$ cat config.mk
export PLATFORM = sky130hd
export DESIGN_NAME = tsbc_ram
export DESIGN_NICKNAME = d
export VERILOG_FILES = /design/src/rtl/core/tsbc_ram.sv
export SDC_FILE = /design/constraint.sdc
export NUM_CORES = 1
export LEC_CHECK = 0
export BUFFER_PORTS_ARGS = -buffer_cell sky130_fd_sc_hd__buf_2
export CAP_MARGIN = 10
export CORE_UTILIZATION = 65
export CTS_BUF_LIST = sky130_fd_sc_hd__clkbuf_8
export DETAILED_ROUTE_END_ITERATION = 10
export GPL_TIMING_DRIVEN = 0
export PLACE_DENSITY = 0.81
export SLEW_MARGIN = 30
export SYNTH_ARGS = -nofsm -noshare
export SYNTH_HDL_FRONTEND = slang
export SYNTH_SLANG_ARGS = --single-unit
$ cat constraint.sdc
create_clock -name clk -period 3.2 [get_ports clk]
set_input_delay 0.32 -clock clk [delete_from_list [all_inputs] [get_ports clk]]
set_output_delay 0.32 -clock clk [all_outputs]
set_load 0.02 [all_outputs]
$ cat src/rtl/core/tsbc_ram.sv
// generic single write port, single read port ram with registered read
// no dependencies
module tsbc_ram #(
  parameter int WIDTH = 8,
  parameter int DEPTH = 128
) (
  input  logic                     clk,
  input  logic                     we,
  input  logic [$clog2(DEPTH)-1:0] waddr,
  input  logic [WIDTH-1:0]         wdata,
  input  logic [$clog2(DEPTH)-1:0] raddr,
  output logic [WIDTH-1:0]         rdata
);
  logic [WIDTH-1:0] mem [DEPTH];

  always_ff @(posedge clk) begin
    if (we) begin
      mem[waddr] <= wdata;
    end
    rdata <= mem[raddr];
  end
endmodule

==> summary.txt <==
Power and ir drop
  – Max VDD drop: 0.518 mV
  – Total chip power: 0.0263 W
  – Sequential power share: 56.9%
  – Switching Fraction: between 20% and 30%
  – Leakage: 13.6 nW
  – Clock share of power: between 30% and 40%
  – PwrDens: approximately 600 nW/um^2
  – Internal power: roughly 0.020 W
  – Net Sw Power: 0.00587 W
  – Comb pwr share: about 5.7%

Detailed routing
  – Wirelength per Cell: 34.7 microns
  – Top sig layer: met5
  – Via density: 7.04
  – Antenna Nets Post-Route: 0
  – Met2 WL: 46.2 mm
  – WL met3: 11.1 mm
  – DRT iter0 DRCs: roughly 2,900
  – Router iterations before antenna repair: 6
  – Vias: 19,152
  – Drt total wl: 94.3 mm
  – Met1 WL: roughly 32 mm
  – DRC violations left: 0

Logic synthesis
  – Sequential-to-total area share from yosys stat: 77.9%
  – Post-Syn Area: 39,700 sq um
  – Post-synth cell types: 17
  – Syn nets: 1,659
  – Synth Instances: between 1,500 and 2,000
  – Synth warn: 0
  – Seq cells post-synth: roughly 1,000
  – Avg Inst Size Synth: 24.3 sq um

Layout
  – Area Overhead vs Synth: 10.7%
  – Finished Core Util: about 73%
  – Non-Filler Instances: ~2,700
  – Register Area: 30,900 sq um
  – Cell area after layout: between 40,000 and 50,000 sq um
  – Area of the multi-input gates: 8410 sq um
  – Layout cell share with drive strength beyond 1: between 30% and 40%
  – # fillers: ~3,100
  – Final #Nets: 1,854

Timing
  – Post-layout minimum cycle time: 3.03 ns
  – Rel. slew slack: 29.2%
  – Pins Over Slew Limit: 0
  – Slew of the pin with the lowest slew margin: 1.06 ns
  – Final worst-path cycle share: ~95%
  – Final worst setup slack: 0.175 ns
  – RSZ-0062 raised after global routing: false
  – Skew final: 0.0225 ns
  – # setup viols final: 0
  – Fmax: 331 MHz
  – Final Hold Vio Count: 0

Worst setup path
  – WP data arrival: 3.73 ns
  – Slowest CP cell: buf_1
  – CP endpoint kind: flip-flop
  – End of the critical path: rdata[2]
  – R2R Setup Slk: between 0.5 and 0.6 ns
  – R2R cell count: 4
  – Critical path's largest stage delay: 0.81 ns
  – Crit Path Max Fanout: 10
  – CP required: 3.91 ns
  – Crit path from: raddr[2]
  – CP Launch Type: primary input
  – Reg-to-reg endpoint: rdata[2]
  – Setup CP Type: in -> reg
  – CP Cell Sequence: buf_1 -> buf_1 -> mux4_2 -> mux4_2 -> mux4_2 -> mux2_2
  – Crit Reg-Reg Startpoint: mem[95][2]
  – Most used cell, CP: mux4_2

Floorplan
  – Num rows: 90
  – Die width: ~250 microns
  – I/O Pins: 32
  – Core area: 60,400 sq um
  – Die Area: between 60,000 and 70,000 sq um
  – Die height: approximately 250 microns
  – Initial Util: between 60 and 70%

CTS
  – CTS tree: done
  – Post-CTS setup repair buffer count: 0
  – Clock Path Buffers: 3
  – Clock sinks: slightly above 1,000
  – Clk_lat worst skew: a little over 0.8 ns
  – Clock Tree Root: clkbuf_8
  – CTS buffer count: 155
  – H-tree Lvls: 4
  – CTS clk-pin slew, worst paths: 0.06 ns

Min path
  – Hold Crit Depth: 3
  – Hold WC Path Type: in -> reg

Placed design
  – Port bufs: 20
  – Hpwl dp: ~61 mm
  – Cells after DPL: 2,446
  – Gpl congestion: 0.927
  – Placement-stage cell area: 41,100 sq um
  – Pre-CTS setup slack: -0.540 ns

Flow run
  – Max-cap violations: 0

Global route
  – Vias in the first global route: 19,508
  – First-pass GRT wire length: 134 mm
  – Antenna violations before repair: 9
  – Grt total ovfl: 0
  – Largest net degree at the start of global routing: 105
  – Total GRT Usage: 31.5%

Outcome
  – Status: complete, no violations
==> kinds of logic (layout without fill, tap and decap cells) <==
logic type | after synthesis | after routing | synth area share [%]
buffers and inverters | 89 | 389 | 1.01
and+or+nand+nor | 170 | 170 | 1.76
other | 0 | 3 | 0
muxes | 344 | 344 | 19.3
DFF | 1032 | 1032 | 77.9
==> cell type report <==
| cell class | count | share of cell area, % |
|---|---|---|
| multi-input cells | 514 | 19.1 |
| diodes | 3 | 0.0171 |
| clock buffers | 161 | 5.04 |
| clock inverters | 101 | 1.21 |
| flip-flops and latches | 1032 | 70.4 |
| repair buffers | 38 | 1.03 |
| well taps | 782 | 2.23 |
| plain buffers | 89 | 0.957 |
==> cells in the mapped netlist, drive strengths merged <==
cell    count  share of area, %
buf        45              0.60
clkbuf     44              0.42
dfxtp       8              0.40
edfxtp   1024                78
mux2        8              0.23
mux4      336                19
nand2      14              0.13
nand2b      2             0.032
nand3      12              0.15
nand4       3             0.047
nor2      122               1.2
nor2b       7              0.11
nor3        9              0.11
or3         1             0.016
==> state kept, by name (all words and copies together) (netlist names) <==
signal	flops
rdata	8
mem	1024
==> through the flow <==
step	setup TNS, ns	hold slack (ns)
3_5_place_dp	-3.69	0.684
3_3_place_gp	-3.73	0.741
6_report	0	0.153
2_1_floorplan	0	0.419
5_1_grt	0	0.142
4_1_cts	0	0.0997
==> power groups by stage <==
stage / combinational (W) / sequential (W) / clock [W]
after floorplan: 0.000755 / 0.0153 / 0
after global placement: 0.00135 / 0.0152 / 0
after detailed placement: 0.00145 / 0.0152 / 0
after CTS: 0.00147 / 0.0149 / 0.00986
after global routing: 0.00153 / 0.0149 / 0.0104
final: 0.00149 / 0.0149 / 0.00983
==> worst max-delay path: cells and delay by family <==
| kind | cells | cell delay (ns) |
|---|---|---|
| mux | 4 | 1.94 |
| buf+inv | 2 | 1.46 |
==> per-layer routing <==
| layer | track usage (%) | vias up |
|---|---|---|
| met1 | 42.2 | 9990 |
| li1 | - | 7425 |
| met4 | 15.2 | 10 |
| met2 | 49.5 | 1458 |
| met3 | 8.17 | 269 |
| met5 | 0 | - |
==> how the worst min path moves through the flow <==
stage / start / end
after floorplan: wdata[0] / mem[0][0]
after global placement: rdata[7] / rdata[7]
after detailed placement: wdata[5] / mem[95][5]
after CTS: raddr[6] / rdata[3]
after global routing: raddr[6] / rdata[3]
final: raddr[6] / rdata[3]
==> layout by cell type (no fill, tap or decap), types with 5 or more instances in the layout <==
master and instances:
edfxtp_1 1024, mux4_2 336, clkbuf_8 161, nor2_1 117
inv_1 43, clkinv_1 34, clkbuf_1 32, buf_2 28
buf_1 15, clkbuf_2 14, nand2_1 14, buf_4 12
nand3_1 12, buf_6 9, nor3_2 9, clkinv_2 9
dlygate4sd3_1 9, mux2_2 8, dfxtp_1 8, nor2b_1 7
inv_6 7, buf_16 6, nor2_2 5
==> timing repair <==
item | 4_1_cts | 5_1_grt
hold endpoints to repair | 429 | 0
setup endpoints to repair | 0 | 0
resized for setup | 0 | 0
hold buffers | 9 | 0
(Power assumes the default switching activity.)
