`src/rtl/core/tsbc_pkg.sv`:
```
// types and constants of the segmented block cache controller
// no dependencies
package tsbc_pkg;

  localparam int NSLOT  = 128;
  localparam int SLOT_W = 7;
  localparam int CNT_W  = 8;

  localparam logic CMD_READ  = 1'b0;
  localparam logic CMD_WRITE = 1'b1;

  localparam logic SEG_PROT = 1'b0;
  localparam logic SEG_PROB = 1'b1;

  localparam logic [1:0] HIT_NONE = 2'd0;
  localparam logic [1:0] HIT_PROT = 2'd1;
  localparam logic [1:0] HIT_PROB = 2'd2;

  localparam logic CFG_WRITE_THROUGH = 1'b0;
  localparam logic CFG_BYPASS        = 1'b1;

  typedef enum logic [3:0] {
    ST_CLR, ST_IDLE, ST_SCAN, ST_DECIDE, ST_UNL_RD, ST_UNL_WR,
    ST_FILL, ST_APP1, ST_APP2, ST_CHK, ST_FIN
  } state_t;

  typedef enum logic [1:0] {
    OP_HPROT, OP_HPROB, OP_MISS
  } req_op_t;

  typedef enum logic [2:0] {
    LOP_NONE, LOP_RD, LOP_UNLINK, LOP_APP1, LOP_APP2
  } list_op_t;

  typedef struct packed {
    list_op_t            op;
    logic [SLOT_W-1:0]   slot;
    logic                seg;
  } list_cmd_t;

  typedef struct packed {
    logic [1:0][SLOT_W-1:0] head;
    logic [1:0][CNT_W-1:0]  cnt;
  } list_sts_t;

endpackage

```
`src/rtl/core/tsbc_ram.sv`:
```
// generic single write port, single read port ram with registered read
// no dependencies
module tsbc_ram #(
  parameter int WIDTH = 8,
  parameter int DEPTH = 128
) (
  input  logic                     clk,
  input  logic                     we,
  input  logic [$clog2(DEPTH)-1:0] waddr,
  input  logic [WIDTH-1:0]         wdata,
  input  logic [$clog2(DEPTH)-1:0] raddr,
  output logic [WIDTH-1:0]         rdata
);
  logic [WIDTH-1:0] mem [DEPTH];

  always_ff @(posedge clk) begin
    if (we) begin
      mem[waddr] <= wdata;
    end
    rdata <= mem[raddr];
  end
endmodule

```
`src/rtl/core/tsbc_lists.sv`:
```
// doubly linked lists of the two segments: head, tail, count and link rams
// depends on tsbc_pkg and tsbc_ram
module tsbc_lists import tsbc_pkg::*; (
  input  logic      clk,
  input  logic      rst_n,
  input  list_cmd_t cmd,
  output list_sts_t sts
);
  logic [1:0][SLOT_W-1:0] head_r, head_nxt, tail_r, tail_nxt;
  logic [1:0][CNT_W-1:0]  cnt_r, cnt_nxt;
  logic              nx_we, pv_we;
  logic [SLOT_W-1:0] nx_wa, nx_wd, pv_wa, pv_wd, nx_rd, pv_rd;

  tsbc_ram #(.WIDTH(SLOT_W), .DEPTH(NSLOT)) u_next (
    .clk, .we(nx_we), .waddr(nx_wa), .wdata(nx_wd), .raddr(cmd.slot), .rdata(nx_rd)
  );
  tsbc_ram #(.WIDTH(SLOT_W), .DEPTH(NSLOT)) u_prev (
    .clk, .we(pv_we), .waddr(pv_wa), .wdata(pv_wd), .raddr(cmd.slot), .rdata(pv_rd)
  );

  always_comb begin
    head_nxt = head_r;
    tail_nxt = tail_r;
    cnt_nxt  = cnt_r;
    nx_we = 1'b0; nx_wa = cmd.slot; nx_wd = cmd.slot;
    pv_we = 1'b0; pv_wa = cmd.slot; pv_wd = cmd.slot;
    case (cmd.op)
      LOP_UNLINK: begin
        // link data was read in the previous cycle
        if (cnt_r[cmd.seg] != '0) begin
          if (head_r[cmd.seg] == cmd.slot) begin
            head_nxt[cmd.seg] = nx_rd;
          end else begin
            nx_we = 1'b1; nx_wa = pv_rd; nx_wd = nx_rd;
          end
          if (tail_r[cmd.seg] == cmd.slot) begin
            tail_nxt[cmd.seg] = pv_rd;
          end else begin
            pv_we = 1'b1; pv_wa = nx_rd; pv_wd = pv_rd;
          end
          cnt_nxt[cmd.seg] = cnt_r[cmd.seg] - CNT_W'(1);
        end
      end
      LOP_APP1: begin
        pv_we = 1'b1;
        if (cnt_r[cmd.seg] == '0) begin
          head_nxt[cmd.seg] = cmd.slot;
          pv_wd = cmd.slot;
        end else begin
          pv_wd = tail_r[cmd.seg];
          nx_we = 1'b1; nx_wa = tail_r[cmd.seg]; nx_wd = cmd.slot;
        end
      end
      LOP_APP2: begin
        nx_we = 1'b1;
        tail_nxt[cmd.seg] = cmd.slot;
        cnt_nxt[cmd.seg]  = cnt_r[cmd.seg] + CNT_W'(1);
      end
      default: begin
      end
    endcase
  end

  always_ff @(posedge clk) begin
    if (!rst_n) begin
      head_r <= '0;
      tail_r <= '0;
      cnt_r  <= '0;
    end else begin
      head_r <= head_nxt;
      tail_r <= tail_nxt;
      cnt_r  <= cnt_nxt;
    end
  end

  assign sts.head = head_r;
  assign sts.cnt  = cnt_r;
endmodule

```
`config.mk`:
```
export PLATFORM = sky130hd
export DESIGN_NAME = tsbc_lists
export DESIGN_NICKNAME = d
export VERILOG_FILES = /design/src/rtl/core/tsbc_pkg.sv /design/src/rtl/core/tsbc_ram.sv /design/src/rtl/core/tsbc_lists.sv
export SDC_FILE = /design/constraint.sdc
export NUM_CORES = 2
export LEC_CHECK = 0
export ABC_CLOCK_PERIOD_IN_PS = 9600
export BUFFER_PORTS_ARGS = -buffer_cell sky130_fd_sc_hd__buf_4
export CORE_AREA = 4 4 482 365
export DETAILED_ROUTE_END_ITERATION = 12
export DIE_AREA = 0 0 486 369
export PLACE_DENSITY_LB_ADDON = 0.3
export SLEW_MARGIN = 25
export SYNTH_ARGS = -nofsm -noshare
export SYNTH_HDL_FRONTEND = slang
export SYNTH_SLANG_ARGS = --single-unit
export TNS_END_PERCENT = 10
```
`constraint.sdc`:
```
create_clock -name clk -period 9.6 [get_ports clk]
set_clock_uncertainty 0.05 [all_clocks]
set_input_delay 0.96 -clock clk [delete_from_list [all_inputs] [get_ports clk]]
set_output_delay 0.96 -clock clk [all_outputs]
set_load 0.005 [all_outputs]
```
==> metrics.md <==
| Metric | Value |
|---|---|
| Final HPWL DP | `103 mm` |
| Synth cell types | `53` |
| Slowest cell on crit path | `nor4_2` |
| Core outline area | `approximately 0.17 mm^2` |
| Outcome | `finished clean` |
| Syn Inst Count | `3,333` |
| Drt wl/cell | `about 29 um` |
| Port Buffers | `42` |
| Combinational fraction of design power | `6.7%` |
| DR vias/cell | `between 5 and 6` |
| Mapped Area | `between 0.07 and 0.08 mm^2` |
| M3 GR Usage | `4.96%` |
| CTS tree | `done` |
| Post-CTS setup buffer count | `0` |
| Clk_lat worst skew | `between 0.8 and 0.9 ns` |
| PD cells | `just over 200 mW/mm^2` |
| MaxCap Viol Count | `0` |
| Setup violators final | `0` |
| GRT busiest layer | `met1` |
| Via count | `~35,000` |
| Fin crit share | `between 50% and 60%` |
| Cell Area, Placed | `roughly 0.077 mm^2` |
| Sequential fraction of the synthesis area | `about three quarters` |
| Final Hold Vio Count | `0` |
| P_int | `between 10,000 and 15,000 uW` |
| Worst path cell trace | `buf_4 > mux2_2 > inv_1 > ha_1 > nand4b_1 > nand2_1 > a211oi_4 > a221o_2 > nand4_1 > nor4_2` |
| WP buf/inv | `2` |
| Layout cell share with drive strength beyond 1 | `a little under a third` |
| Max Freq | `~0.2 GHz` |
| CTS Root Cell | `clkbuf_16` |
| Post-layout util | `roughly 48%` |
| Post-CTS sizing | `0` |
| Setup TNS Final | `0 ns` |
| Clk sinks | `roughly 1,900` |
| Number of remaining DRC errors | `0` |
| CTS max path bufs | `3` |
| Nets | `3,495` |
| CP endpoint kind | `flip-flop` |
| Syn nets | `~3,300` |
| TritonRoute pass-1 iters | `5` |
| DRT iter0 DRCs | `approximately 4,000` |
| Static leakage | `0.0253 uW` |
| Async S/R FF share, synth | `0%` |
| Relative slew margins | `between 20% and 30%` |
| Die height | `369 um` |
| Final setup margin | `about 4.6 ns` |
| Initial antenna violation count | `7` |
| Die footprint | `~0.18 mm^2` |
| IR drop worst, VDD | `0.154 mV` |
| H-tree depth | `4` |
| Part of the power in registers | `53.5%` |
| Largest delay share family, worst path | `simple AND/OR/NAND/NOR gates` |
| CP Max Fanout | `32` |
| DRT Wirelength | `about 170 mm` |
| Placer Congestion | `approximately 0.8` |
| Antenna viol nets, final | `0` |
| Clk pwr share | `approximately two fifths` |
| Crit path arrival time | `between 5 and 6 ns` |
| Met2 usage | `between 20% and 30%` |
| Least-Margin Pin Slew | `1.10 ns` |
| Yosys warnings | `0` |
| EDFF count, synth | `1,792` |
| Starting density of the core | `approximately 43%` |
| Dpl ws | `about 3.3 ns` |
| Clk slew on worst S/H paths | `around 0.060 ns` |
| Final Hold Slack | `around 0.46 ns` |
| Startpoint types | `input port` |
| Synthesized area per cell | `about 22 um^2` |
| Hold Crit Class | `flip-flop to flip-flop` |
| Number of cell rows | `132` |
| Global router's overall resource usage | `approximately a fifth` |
| Area growth syn-to-layout | `12.8%` |
| RSZ-0062 raised after global routing | `false` |
| Fin. max-slew vios | `0` |
| Grt total ovfl | `0` |
| CTS buffer count | `between 150 and 200` |
| Register bit total from synthesis | `1,850` |
| Hold_buf cts | `0` |
| WS Path Type | `input port to flip-flop` |
| WP data required | `roughly 10 ns` |
| Met1 usage | `30.1%` |
| Sw Share | `22.3%` |
| Largest net degree at the start of global routing | `between 100 and 150` |
| Main synth FF type | `edfxtp_1` |
| Final instance area | `just over 0.08 mm^2` |
| Io pins | `43` |
| Worst path max stage delay | `between 0.8 and 0.9 ns` |
| Switching power total | `3760 uW` |
| Period minus WS final | `5.02 ns` |
| Die W | `just under 500 um` |
| First-pass GRT wire length | `roughly 250 mm` |
| Vias in the first global route | `34,606` |
[logic make-up (layout without fill, tap and decap cells)]
kind of cell	Yosys count	after routing	share of synthesized area, %
flops	1850	1850	74.9
simple gates	451	451	3.18
xor+xnor	23	23	0.275
other cells	0	2	0
fa+ha+maj	2	2	0.0341
buf+inv	223	509	1.39
compound gates	105	105	1.07
mux	679	679	19.1
[cells in the final DEF (no fill, tap or decap), drive strengths merged, types with 27 or more instances in the layout]
master  netlist  layout
buf         129     189
nand2        57      57
edfxtp     1792    1792
nor2        149     149
nor2b        27      27
clkbuf       90     222
clkinv        0      73
mux2i        76      76
mux4        574     574
mux2         29      29
nor4        140     140
dfxtp        58      58
[layer usage]
| metal | up-vias | part of all wire [%] |
|---|---|---|
| li1 | 14545 | - |
| met1 | 18903 | 46 |
| met3 | 210 | 9.3 |
| met5 | - | 0.0076 |
| met4 | 2 | 1.9 |
| met2 | 1557 | 43 |
[metrics by stage]
step	std cells	power, uW
2_1_floorplan	3333	9910
3_5_place_dp	5579	10300
4_1_cts	5894	17000
3_3_place_gp	5579	10300
6_report	5899	16900
5_1_grt	5898	17400
[state kept, by name (all words and copies together) (netlist names), named ones only]
signal        cells
sts              28
tail_r           14
u_next.mem      896
u_next.rdata      7
u_prev.mem      896
u_prev.rdata      7
[power groups by stage]
| stage | clock network [uW] | logic, uW | registers [uW] |
|---|---|---|---|
| after CTS | 6850 | 1130 | 9030 |
| final | 6710 | 1130 | 9030 |
| after floorplan | 0 | 698 | 9210 |
| after detailed placement | 0 | 1130 | 9200 |
| after global routing | 7210 | 1200 | 9020 |
| after global placement | 0 | 1100 | 9200 |
[path summary, 6_finish.rpt]
check        startpoint           endpoint  slack, ns  cells after the start
max reg2reg   flip-flop  u_next.mem[88][4]       4.85                      9
min              sts[9]             sts[9]       0.46                      2
min reg2reg      sts[9]             sts[9]       0.46                      2
max              cmd[0]  u_next.mem[88][4]       4.58                     10
[cells in the mapped netlist (all sizes together) (2+ instances only)]
library cell | count | area, um^2
xor2 | 7 | 61.3
a221o | 2 | 21.3
a21oi | 7 | 35.0
nor3 | 20 | 100
and2 | 6 | 37.5
inv | 4 | 15.0
nand3 | 8 | 40.0
and4b | 2 | 20.0
o21ai | 9 | 45.0
ha | 2 | 25.0
buf | 129 | 668
a211o | 3 | 26.3
or4 | 2 | 15.0
nor2b | 27 | 169
nor4 | 140 | 897
clkbuf | 90 | 338
a21o | 3 | 22.5
nand4b | 2 | 17.5
a211oi | 4 | 45.1
nand2 | 57 | 214
mux4 | 574 | 12900
mux2i | 76 | 761
nand2b | 6 | 37.5
nor3b | 6 | 45.0
nand4 | 21 | 146
xnor2 | 16 | 140
nor2 | 149 | 559
and3 | 4 | 25.0
a22oi | 23 | 173
a31oi | 23 | 144
o211a | 6 | 60.1
edfxtp | 1792 | 53800
mux2 | 29 | 327
o21a | 18 | 135
dfxtp | 58 | 1160
[worst register-to-register path, cell delays in order, from the launching register on]
cell and delay (ns):
dfxtp_1 0.39, mux2_2 0.22, inv_1 0.05, ha_1 0.29
nand4b_1 0.20, nand2_1 0.40, a211oi_4 0.81, a221o_2 0.42
nand4_1 0.65, nor4_2 0.90
[cell type report]
type	count	area [um^2]
diodes	2	5.00
fillers	13701	88700
repair buffers	190	1550
flip-flops and latches	1850	55000
multi-input cells	1260	17900
inverters	4	15.0
clock inverters	94	875
clock buffers	221	4600
well taps	2278	2850
No activity file was read; power rests on OpenSTA's default activity.
